<file path="src/sv/slcd_pkg.sv">
`timescale 1ns / 1ps
// Shared types, command codes and segment patterns for the segment LCD frame composer.
// No dependencies; every other file imports this package.
package slcd_pkg;

	localparam logic [3:0] MODE_BIG     = 4'd0;
	localparam logic [3:0] MODE_SMALL   = 4'd1;
	localparam logic [3:0] MODE_UNIT    = 4'd2;
	localparam logic [3:0] MODE_FACE    = 4'd3;
	localparam logic [3:0] MODE_RADIO   = 4'd4;
	localparam logic [3:0] MODE_BATTERY = 4'd5;
	localparam logic [3:0] MODE_ERROR   = 4'd6;
	localparam logic [3:0] MODE_OTA     = 4'd7;
	localparam logic [3:0] MODE_RESET   = 4'd8;
	localparam logic [3:0] MODE_REFRESH = 4'd9;

	localparam logic [7:0] SYM_H      = 8'h67;
	localparam logic [7:0] SYM_I      = 8'h40;
	localparam logic [7:0] SYM_L      = 8'hE0;
	localparam logic [7:0] SYM_O      = 8'hC6;
	localparam logic [7:0] SYM_E      = 8'hF2;
	localparam logic [7:0] SYM_A      = 8'hD7;
	localparam logic [7:0] SYM_T      = 8'hE2;
	localparam logic [7:0] DIGIT_ZERO = 8'hF5;
	localparam logic [7:0] SEG_MINUS  = 8'h02;
	localparam logic [7:0] SEG_ONE    = 8'h08;
	localparam logic [7:0] SEG_POINT  = 8'h08;
	localparam logic [7:0] BLINK_FLASH = 8'hF2;
	localparam logic [7:0] BLINK_OFF   = 8'hF0;

	localparam int FRAME_BYTES = 6;

	// Command after decode: payload bytes prepared by the front end.
	typedef struct packed {
		logic [3:0] mode;
		logic [2:0] unit_code;
		logic       flag;
		logic [2:0] face;
		logic [7:0] p0;
		logic [7:0] p1;
		logic [7:0] p2;
		logic       big_num;   // big number shown as digits: clear byte 5
	} cmd_t;

	typedef struct packed {
		logic [FRAME_BYTES-1:0][7:0] frame;
		logic [7:0]                  blink;
	} res_t;

	function automatic logic [7:0] seg_of(input logic [3:0] d);
		logic [7:0] s;
		case (d)
			4'd0: s = 8'hF5;
			4'd1: s = 8'h05;
			4'd2: s = 8'hD3;
			4'd3: s = 8'h97;
			4'd4: s = 8'h27;
			4'd5: s = 8'hB6;
			4'd6: s = 8'hF6;
			4'd7: s = 8'h15;
			4'd8: s = 8'hF7;
			4'd9: s = 8'hB7;
			default: s = 8'h00;
		endcase
		return s;
	endfunction

endpackage

</file>
<file path="src/sv/slcd_front.sv">
`timescale 1ns / 1ps
// Front end: accepts commands, classifies numbers and builds digit segment bytes.
// Two pipeline stages; depends on slcd_pkg.
module slcd_front import slcd_pkg::*; (
	input  logic               clk,
	input  logic               arst_n,
	input  logic               push,
	output logic               full,
	input  logic [3:0]         mode,
	input  logic signed [15:0] number,
	input  logic [2:0]         unit_code,
	input  logic               flag,
	input  logic [2:0]         face,
	output logic               cmd_valid,
	input  logic               cmd_ready,
	output cmd_t               cmd
);

	typedef struct packed {
		logic [3:0]  mode;
		logic [2:0]  unit_code;
		logic        flag;
		logic [2:0]  face;
		logic [10:0] mag;
		logic        hi;
		logic        lo;
		logic        point;
		logic        neg;
	} s1_t;

	logic  v_s1, v_s2;
	s1_t   d_s1;
	cmd_t  d_s2;
	logic  adv1, adv2;

	assign adv2 = !v_s2 || cmd_ready;
	assign adv1 = !v_s1 || adv2;
	assign full = !adv1;

	// stage 1: magnitude, rounding and range class
	logic [15:0] mag;
	logic [15:0] mag_p5;
	logic [31:0] rnd_prod;
	logic        is_big;
	s1_t         n_s1;

	always_comb begin
		mag      = number[15] ? 16'(-number) : 16'(number);
		mag_p5   = {1'b0, mag[14:0]} + 16'd5;
		rnd_prod = 32'(mag_p5) * 32'd52429;
		is_big   = (mode == MODE_BIG);
		n_s1.mode      = mode;
		n_s1.unit_code = unit_code;
		n_s1.flag      = flag;
		n_s1.face      = face;
		n_s1.neg       = number[15];
		n_s1.point     = (number >= -16'sd99) && (number <= 16'sd1999);
		n_s1.hi        = is_big ? (number > 16'sd19995) : (number > 16'sd99);
		n_s1.lo        = is_big ? (number < -16'sd995) : (number < -16'sd9);
		n_s1.mag       = (is_big && !n_s1.point) ? rnd_prod[29:19] : mag[10:0];
	end

	always_ff @(posedge clk or negedge arst_n) begin
		if (!arst_n) begin
			v_s1 <= 1'b0;
		end else if (adv1) begin
			v_s1 <= push;
		end
	end

	always_ff @(posedge clk) begin
		if (adv1 && push) begin
			d_s1 <= n_s1;
		end
	end

	// stage 2: decimal digits and segment bytes
	logic [27:0] p10;
	logic [23:0] p100;
	logic [7:0]  q10;
	logic [4:0]  q100;
	logic [10:0] ones_w;
	logic [7:0]  tens_w;
	logic [3:0]  ones, tens, hund;
	cmd_t        n_s2;

	always_comb begin
		p10    = 28'(d_s1.mag) * 28'd52429;
		p100   = 24'(d_s1.mag) * 24'd5243;
		q10    = p10[26:19];
		q100   = p100[23:19];
		ones_w = d_s1.mag - 11'(q10) * 11'd10;
		tens_w = q10 - 8'(q100) * 8'd10;
		ones   = ones_w[3:0];
		tens   = tens_w[3:0];
		if (q100 >= 5'd20) begin
			hund = 4'(q100 - 5'd20);
		end else if (q100 >= 5'd10) begin
			hund = 4'(q100 - 5'd10);
		end else begin
			hund = q100[3:0];
		end

		n_s2.mode      = d_s1.mode;
		n_s2.unit_code = d_s1.unit_code;
		n_s2.flag      = d_s1.flag;
		n_s2.face      = d_s1.face;
		n_s2.p0        = 8'h00;
		n_s2.p1        = 8'h00;
		n_s2.p2        = 8'h00;
		n_s2.big_num   = 1'b0;
		if (d_s1.mode == MODE_BIG) begin
			if (d_s1.hi) begin
				n_s2.p0 = SYM_H;
				n_s2.p1 = SYM_I;
			end else if (d_s1.lo) begin
				n_s2.p0 = SYM_L;
				n_s2.p1 = SYM_O;
			end else begin
				n_s2.big_num = 1'b1;
				if (d_s1.neg && d_s1.mag != 11'd0) n_s2.p0 = SEG_MINUS;
				if (d_s1.mag > 11'd999) n_s2.p0 = n_s2.p0 | SEG_ONE;
				if (d_s1.mag > 11'd99) n_s2.p0 = n_s2.p0 | seg_of(hund);
				n_s2.p1 = d_s1.point ? SEG_POINT : 8'h00;
				n_s2.p1 = n_s2.p1 | ((d_s1.mag > 11'd9) ? seg_of(tens) : DIGIT_ZERO);
				n_s2.p2 = seg_of(ones);
			end
		end else begin
			// small number bytes; other modes ignore p0/p1
			n_s2.p1 = d_s1.flag ? SEG_POINT : 8'h00;
			if (d_s1.hi) begin
				n_s2.p0 = SYM_H;
				n_s2.p1 = n_s2.p1 | SYM_I;
			end else if (d_s1.lo) begin
				n_s2.p0 = SYM_L;
				n_s2.p1 = n_s2.p1 | SYM_O;
			end else begin
				if (d_s1.neg) n_s2.p0 = SEG_MINUS;
				if (d_s1.mag > 11'd9) n_s2.p0 = n_s2.p0 | seg_of(tens);
				n_s2.p1 = n_s2.p1 | seg_of(ones);
			end
		end
	end

	always_ff @(posedge clk or negedge arst_n) begin
		if (!arst_n) begin
			v_s2 <= 1'b0;
		end else if (adv2) begin
			v_s2 <= v_s1;
		end
	end

	always_ff @(posedge clk) begin
		if (adv2 && v_s1) begin
			d_s2 <= n_s2;
		end
	end

	assign cmd_valid = v_s2;
	assign cmd       = d_s2;

endmodule

</file>
<file path="src/sv/slcd_cmd_fifo.sv">
`timescale 1ns / 1ps
// Two-entry command queue between the front end and the frame engine.
// Depends on slcd_pkg for cmd_t.
module slcd_cmd_fifo import slcd_pkg::*; (
	input  logic clk,
	input  logic arst_n,
	input  logic wr_en,
	input  cmd_t wr_data,
	output logic wr_ready,
	input  logic rd_en,
	output logic rd_valid,
	output cmd_t rd_data
);

	cmd_t       mem_q [2];
	logic       wr_ptr_q, rd_ptr_q;
	logic [1:0] count_q;
	logic       do_wr, do_rd;

	assign wr_ready = (count_q != 2'd2);
	assign rd_valid = (count_q != 2'd0);
	assign rd_data  = mem_q[rd_ptr_q];
	assign do_wr    = wr_en && wr_ready;
	assign do_rd    = rd_en && rd_valid;

	always_ff @(posedge clk or negedge arst_n) begin
		if (!arst_n) begin
			wr_ptr_q <= 1'b0;
			rd_ptr_q <= 1'b0;
			count_q  <= 2'd0;
		end else begin
			if (do_wr) wr_ptr_q <= !wr_ptr_q;
			if (do_rd) rd_ptr_q <= !rd_ptr_q;
			count_q <= count_q + 2'(do_wr) - 2'(do_rd);
		end
	end

	always_ff @(posedge clk) begin
		if (do_wr) begin
			mem_q[wr_ptr_q] <= wr_data;
		end
	end

endmodule

</file>
<file path="src/sv/slcd_back.sv">
`timescale 1ns / 1ps
// Frame engine: applies commands to the working frame, decides refreshes and
// queues the frames that are sent. Depends on slcd_pkg.
module slcd_back import slcd_pkg::*; (
	input  logic clk,
	input  logic arst_n,
	input  logic display_disabled,
	input  logic cmd_valid,
	output logic cmd_take,
	input  cmd_t cmd,
	output logic res_empty,
	input  logic res_pop,
	output res_t res
);

	logic [FRAME_BYTES-1:0][7:0] wf_q, sf_q;
	logic [7:0]                  blink_q;

	res_t       rmem_q [2];
	logic       rwr_ptr_q, rrd_ptr_q;
	logic [1:0] rcount_q;

	logic [FRAME_BYTES-1:0][7:0] nwf;
	logic [7:0]                  nblink, blink_use;
	logic                        is_refresh, emit, do_pop;
	logic [7:0]                  unit3;

	assign cmd_take = cmd_valid && (rcount_q != 2'd2);

	always_comb begin
		nwf        = wf_q;
		blink_use  = blink_q;
		is_refresh = 1'b0;
		unit3      = (wf_q[3] & 8'h3F) | {cmd.unit_code[1], cmd.unit_code[0], 6'b0};
		unique case (cmd.mode)
			MODE_BIG: begin
				nwf[0] = cmd.p0;
				nwf[1] = cmd.p1;
				nwf[2] = {4'b0, cmd.unit_code[2], 3'b0} | cmd.p2;
				nwf[3] = unit3;
				if (cmd.big_num) nwf[5] = 8'h00;
			end
			MODE_SMALL: begin
				nwf[4] = (wf_q[4] & 8'h08) | cmd.p0;
				nwf[5] = cmd.p1;
			end
			MODE_UNIT: begin
				nwf[3]    = unit3;
				nwf[2][3] = cmd.unit_code[2];
			end
			MODE_FACE: begin
				nwf[3] = (wf_q[3] & 8'hEC) | {3'b0, cmd.face[2], 2'b0, cmd.face[1:0]};
			end
			MODE_RADIO: begin
				nwf[4][3] = cmd.flag;
			end
			MODE_BATTERY: begin
				nwf[3][5] = cmd.flag;
			end
			MODE_ERROR: begin
				nwf[0] = SYM_E;
				nwf[1] = SYM_E;
				nwf[2] = 8'h00;
				nwf[3] = wf_q[3] & 8'h20;
				nwf[4] = (wf_q[4] & 8'h08) | SYM_E;
				nwf[5] = SYM_E;
			end
			MODE_OTA: begin
				nwf[0]     = SYM_O;
				nwf[1]     = SYM_T;
				nwf[2]     = SYM_A;
				nwf[3]     = wf_q[3] & 8'h20;
				nwf[4]     = 8'h08;
				nwf[5]     = 8'h00;
				blink_use  = BLINK_FLASH;
				is_refresh = 1'b1;
			end
			MODE_RESET: begin
				nwf[0]     = SYM_O;
				nwf[1]     = SYM_O;
				nwf[2]     = SYM_O;
				nwf[3]     = wf_q[3] & 8'h20;
				nwf[4]     = wf_q[4] & 8'h08;
				nwf[5]     = 8'h00;
				blink_use  = BLINK_FLASH;
				is_refresh = 1'b1;
			end
			MODE_REFRESH: begin
				is_refresh = 1'b1;
			end
			default: begin
			end
		endcase
		emit   = is_refresh && !display_disabled && (nwf != sf_q);
		nblink = blink_use;
		if (emit && blink_use != 8'h00) begin
			nblink = (blink_use > BLINK_OFF) ? BLINK_OFF : 8'h00;
		end
	end

	always_ff @(posedge clk or negedge arst_n) begin
		if (!arst_n) begin
			wf_q    <= {FRAME_BYTES{8'hFF}};
			sf_q    <= '0;
			blink_q <= 8'h00;
		end else if (cmd_take) begin
			wf_q    <= nwf;
			blink_q <= nblink;
			if (emit) sf_q <= nwf;
		end
	end

	// result queue
	assign res_empty = (rcount_q == 2'd0);
	assign res       = rmem_q[rrd_ptr_q];
	assign do_pop    = res_pop && !res_empty;

	always_ff @(posedge clk or negedge arst_n) begin
		if (!arst_n) begin
			rwr_ptr_q <= 1'b0;
			rrd_ptr_q <= 1'b0;
			rcount_q  <= 2'd0;
		end else begin
			if (cmd_take && emit) rwr_ptr_q <= !rwr_ptr_q;
			if (do_pop) rrd_ptr_q <= !rrd_ptr_q;
			rcount_q <= rcount_q + 2'(cmd_take && emit) - 2'(do_pop);
		end
	end

	always_ff @(posedge clk) begin
		if (cmd_take && emit) begin
			rmem_q[rwr_ptr_q].frame <= nwf;
			rmem_q[rwr_ptr_q].blink <= blink_use;
		end
	end

endmodule

</file>
<file path="src/sv/segment_lcd_frame_composer.sv">
`timescale 1ns / 1ps
// Top level of the segment LCD frame composer: front end, command queue,
// frame engine and the display enable register. Depends on slcd_pkg and all slcd_* modules.
//
//  channel   | handshake          | payload
//  ----------+--------------------+------------------------------------------
//  command   | push / full        | mode, number, unit_code, flag, face
//  frame out | empty / pop        | seg_byte0..seg_byte5, blink_command
//  config    | cfg_wen            | cfg_wdata (display_disabled)
//
// While full is low one command per cycle is sustained; a command passes the two
// front-end stages (digit extraction by reciprocal multiply) and the command queue,
// and the frame engine applies it. A frame that a refresh sends is registered in the
// result queue after the front stages and the command queue, and shows from there.
// Reset sets the working frame to all ones, the shown frame and blink byte to zero.
// Each side stalls on its own: a two-entry queue holds commands and another
// holds sent frames; full rises only when both queues and the front stages fill.
module segment_lcd_frame_composer import slcd_pkg::*; (
	input  logic               clk,
	input  logic               arst_n,
	input  logic               push,
	output logic               full,
	input  logic [3:0]         mode,
	input  logic signed [15:0] number,
	input  logic [2:0]         unit_code,
	input  logic               flag,
	input  logic [2:0]         face,
	output logic               empty,
	input  logic               pop,
	output logic [7:0]         seg_byte0,
	output logic [7:0]         seg_byte1,
	output logic [7:0]         seg_byte2,
	output logic [7:0]         seg_byte3,
	output logic [7:0]         seg_byte4,
	output logic [7:0]         seg_byte5,
	output logic [7:0]         blink_command,
	input  logic               cfg_wen,
	input  logic               cfg_wdata
);

	logic display_disabled_q;
	logic f_valid, f_ready;
	cmd_t f_cmd;
	logic q_valid, q_take;
	cmd_t q_cmd;
	res_t res;

	// Hold the enable register; the user must write it only while the block is idle, which the block does not enforce.
	always_ff @(posedge clk or negedge arst_n) begin
		if (!arst_n) begin
			display_disabled_q <= 1'b0;
		end else if (cfg_wen) begin
			display_disabled_q <= cfg_wdata;
		end
	end

	// Classify the command and build digit bytes.
	slcd_front u_front (
		.clk       (clk),
		.arst_n    (arst_n),
		.push      (push),
		.full      (full),
		.mode      (mode),
		.number    (number),
		.unit_code (unit_code),
		.flag      (flag),
		.face      (face),
		.cmd_valid (f_valid),
		.cmd_ready (f_ready),
		.cmd       (f_cmd)
	);

	// Decouple the front end from the frame engine.
	slcd_cmd_fifo u_cmd_fifo (
		.clk      (clk),
		.arst_n   (arst_n),
		.wr_en    (f_valid),
		.wr_data  (f_cmd),
		.wr_ready (f_ready),
		.rd_en    (q_take),
		.rd_valid (q_valid),
		.rd_data  (q_cmd)
	);

	// Apply the command to the frame and queue any sent frame.
	slcd_back u_back (
		.clk              (clk),
		.arst_n           (arst_n),
		.display_disabled (display_disabled_q),
		.cmd_valid        (q_valid),
		.cmd_take         (q_take),
		.cmd              (q_cmd),
		.res_empty        (empty),
		.res_pop          (pop),
		.res              (res)
	);

	assign seg_byte0     = res.frame[0];
	assign seg_byte1     = res.frame[1];
	assign seg_byte2     = res.frame[2];
	assign seg_byte3     = res.frame[3];
	assign seg_byte4     = res.frame[4];
	assign seg_byte5     = res.frame[5];
	assign blink_command = res.blink;

endmodule

</file>
<file path="config.mk">
export PLATFORM = sky130hd
export DESIGN_NAME = segment_lcd_frame_composer
export DESIGN_NICKNAME = d
export VERILOG_FILES = /design/src/sv/slcd_pkg.sv /design/src/sv/slcd_front.sv /design/src/sv/slcd_cmd_fifo.sv /design/src/sv/slcd_back.sv /design/src/sv/segment_lcd_frame_composer.sv
export SDC_FILE = /design/constraint.sdc
export NUM_CORES = 1
export LEC_CHECK = 0
export ABC_AREA = 1
export BUFFER_PORTS_ARGS = -buffer_cell sky130_fd_sc_hd__buf_2
export CAP_MARGIN = 20
export CORE_MARGIN = 3
export CORE_UTILIZATION = 65
export CTS_CLUSTER_SIZE = 10
export DETAILED_ROUTE_END_ITERATION = 7
export HOLD_SLACK_MARGIN = 0.1
export PLACE_DENSITY_LB_ADDON = 0.15
export SLEW_MARGIN = 20
export SYNTH_ARGS = -nofsm -noshare
export SYNTH_HDL_FRONTEND = slang
export SYNTH_SLANG_ARGS = --single-unit
</file>
<file path="constraint.sdc">
create_clock -name clk -period 10.8 [get_ports clk]
set_input_delay 1.62 -clock clk [delete_from_list [all_inputs] [get_ports clk]]
set_output_delay 1.62 -clock clk [all_outputs]
set_load 0.01 [all_outputs]
</file>
==> flow_metrics.py <==
metrics = {
    "cells_and_area": {
        "final_cell_mix": "748 x nand2_1, 456 x inv_1, 290 x ha_1, 243 x edfxtp_1, 158 x fa_1",
        "fin_util": 0.7233,
        "multi_input_area_um2": 13900,
        "diodes": 0,
        "syn_to_final_growth_pct": 8.434,
        "fill_cells": 2890,
        "final_common_cell": "nand2_1",
        "nets": 3394,
        "register_area_um2": 10240,
        "drive_above_1_share": 0.09094,
    },
    "timing": {
        "hold_violations": 0,
        "fin_ws_ns": 2.277,
        "holdWs_ns": 0.4168,
        "slew_violations": 0,
        "tns_ns": 0,
        "rsz0062_at_grt": "no",
        "min_period_over_period": 0.7892,
        "max_clock_freq_mhz": 117.3,
        "skew_ns": 0.01637,
        "setup_viol": 0,
        "relSlewSlack": 0.3094,
        "period_needed_ns": 8.523,
        "worst_pin_slew_ns": 1.035,
    },
    "clock_tree": {
        "cts_made_buffers": 42,
        "clockRootBuffer": "clkbuf_16",
        "clock_latency_ns": 0.54,
        "htreeDepth": 2,
        "cts_tree": "built",
        "cts_buffer_depth": 3,
        "cts_hold_buf": 0,
        "path_clk_slew_ns": 0.06,
        "clock-sinks": 358,
        "cts_resized": 0,
        "postCtsSetupRepairBufs": 0,
    },
    "routing": {
        "drtIter0Drc": 1230,
        "drc": 0,
        "vias_per_cell": 5.554,
        "vias": 19245,
        "wirelength_mm": 60.53,
        "first_pass_iters": 6,
        "final_antenna_net_count": 0,
        "wl_per_cell_um": 17.47,
    },
    "status": {
        "outcome": "finished clean",
    },
    "global_route": {
        "grt_pass1_wl_mm": 97.63,
        "gr-total-overflow": 0,
        "antenna_found_initial": 2,
        "grt_pass1_vias": 19518,
        "grt_max_degree": 69,
        "grt_usage": 0.2901,
    },
    "floorplan": {
        "die_w_um": 206.5,
        "coreArea_um2": 39190,
        "row_count": 72,
        "die-area_um2": 42660,
        "io_pins": 91,
        "die_h_um": 206.5,
        "start_util": 0.6670,
    },
    "yosys": {
        "yosysWarnings": 0,
        "ys_ff_latch": 358,
        "syn_area_um2": 26140,
        "synth_top_area_cell": "edfxtp_1",
        "syn_area_per_cell_um2": 9.276,
        "synth_top_area_share": 0.2791,
        "synthTopCellsByArea": "edfxtp_1 28%, ha_1 14%, fa_1 12%",
        "syn_nets": 3299,
        "ys_seq_area_frac": 0.3915,
        "syn_inst": 2818,
        "ys_types": 57,
    },
    "critical_path": {
        "critical_path_class": "input port to flip-flop",
        "cpMostUsedCell": "inv_1",
        "cp.required_ns": 11.07,
        "critPathMaxFanout": 8,
        "slowest_stage": "xnor2_1",
        "cp.arrival_ns": 8.79,
        "slowest_delay_ns": 0.61,
        "crit_path_end_kind": "flip-flop",
        "startpoint_type": "input port",
    },
    "hold_path": {
        "hp-class": "flip-flop to flip-flop",
    },
    "placed_design": {
        "place_congestion": 0.9750,
        "dp_slack_ns": 1.762,
        "dpl.hpwl_mm": 47.35,
        "portBuffers": 90,
    },
    "run": {
        "drv_cap": 0,
    },
}
==> metal layers <==
layer | global-route usage | share of wire
met1 | 0.3553 | 0.40
met2 | 0.5182 | 0.51
met3 | 0.03858 | 0.048
met4 | 0.1236 | 0.042
met5 | 0 | 0.00045
==> sequential cells by signal (all words and copies together), names as in the netlist <==
signal and flops:
u_cmd_fifo.mem_q 70, u_cmd_fifo.rd_ptr_q 1, display_disabled_q 1, u_front.d_s1 26
u_cmd_fifo.wr_ptr_q 1, u_back.wf_q 48, u_back.rwr_ptr_q 1, u_cmd_fifo.count_q 2
u_back.rmem_q 112, u_back.sf_q 48, u_front.v_s1 1, u_back.blink_q 8
u_front.cmd_valid 1, u_back.rcount_q 2, u_front.cmd 35, u_back.rrd_ptr_q 1
==> path summary, 6_finish.rpt <==
kind	start	to	depth (start not counted)	slack, ns
worst min-delay path	u_front.d_s1[17]	u_front.cmd[27]	0	0.42
min in group asynchronous	arst_n	u_back.blink_q[4]	1	1.11
worst min register to register	u_front.d_s1[17]	u_front.cmd[27]	0	0.42
worst max-delay path	number[0]	u_front.d_s1[14]	30	2.28
max in group asynchronous	arst_n	u_back.blink_q[7]	2	8.38
worst max register to register	u_front.d_s1[12]	u_front.cmd[14]	32	3.21
==> final cells by class <==
cell class                      count  share of cell area
Multi-Input combinational cell   1938              0.4906
Clock inverter                      4            0.001545
Inverter                          470             0.06242
Sequential cell                   358              0.3611
Clock buffer                       74             0.04207
Timing Repair Buffer              103             0.01942
Tap cell                          518             0.02287
==> per-stage QoR <==
step                      cells  cell area [um^2]
after floorplan            2818             26140
after detailed placement   3387             27110
final                      3465             28340
after CTS                  3465             28340
after global routing       3465             28340
after global placement     3387             27110
==> cells in the mapped netlist, drive strengths merged <==
master and n:
o21ai 116, inv 468, dfrtp 67, o211ai 12
o21ba 1, o221ai 1, xor2 60, nand3 121
a21o 3, ha 290, nand4 30, nand3b 8
o31ai 6, o2111ai 2, a31oi 24, nor4 7
mux2 1, dfstp 48, a21boi 2, buf 26
a22o 1, or2 28, edfxtp 243, clkbuf 26
nand2 762, mux2i 4, nor2 142, nor3b 2
o22ai 4, nor3 18, clkinv 2, o21bai 6
a21oi 92, a221oi 1, a32oi 1, o21a 1
xnor2 31, fa 158, a41oi 2, o41ai 1
==> cells by family after synthesis <==
kind of cell | share of synthesized area
AOI/OAI and AO/OA | 0.05945
xor gates and xnor gates | 0.03049
DFF | 0.3915
muxes | 0.001963
and+or+nand+nor | 0.1787
buffers and inverters | 0.07807
adders and majority gates | 0.2598
==> worst max-delay path, delay by kind of cell <==
family / cells / cell delay, ns
fa+ha+maj: 8 / 3.54
simple gates: 8 / 1.48
xor+xnor: 3 / 1.01
buf+inv: 9 / 0.92
compound gates: 2 / 0.21
Power is not shown: default switching activity piles up to over one toggle a cycle in this logic, so the estimate is an artifact.
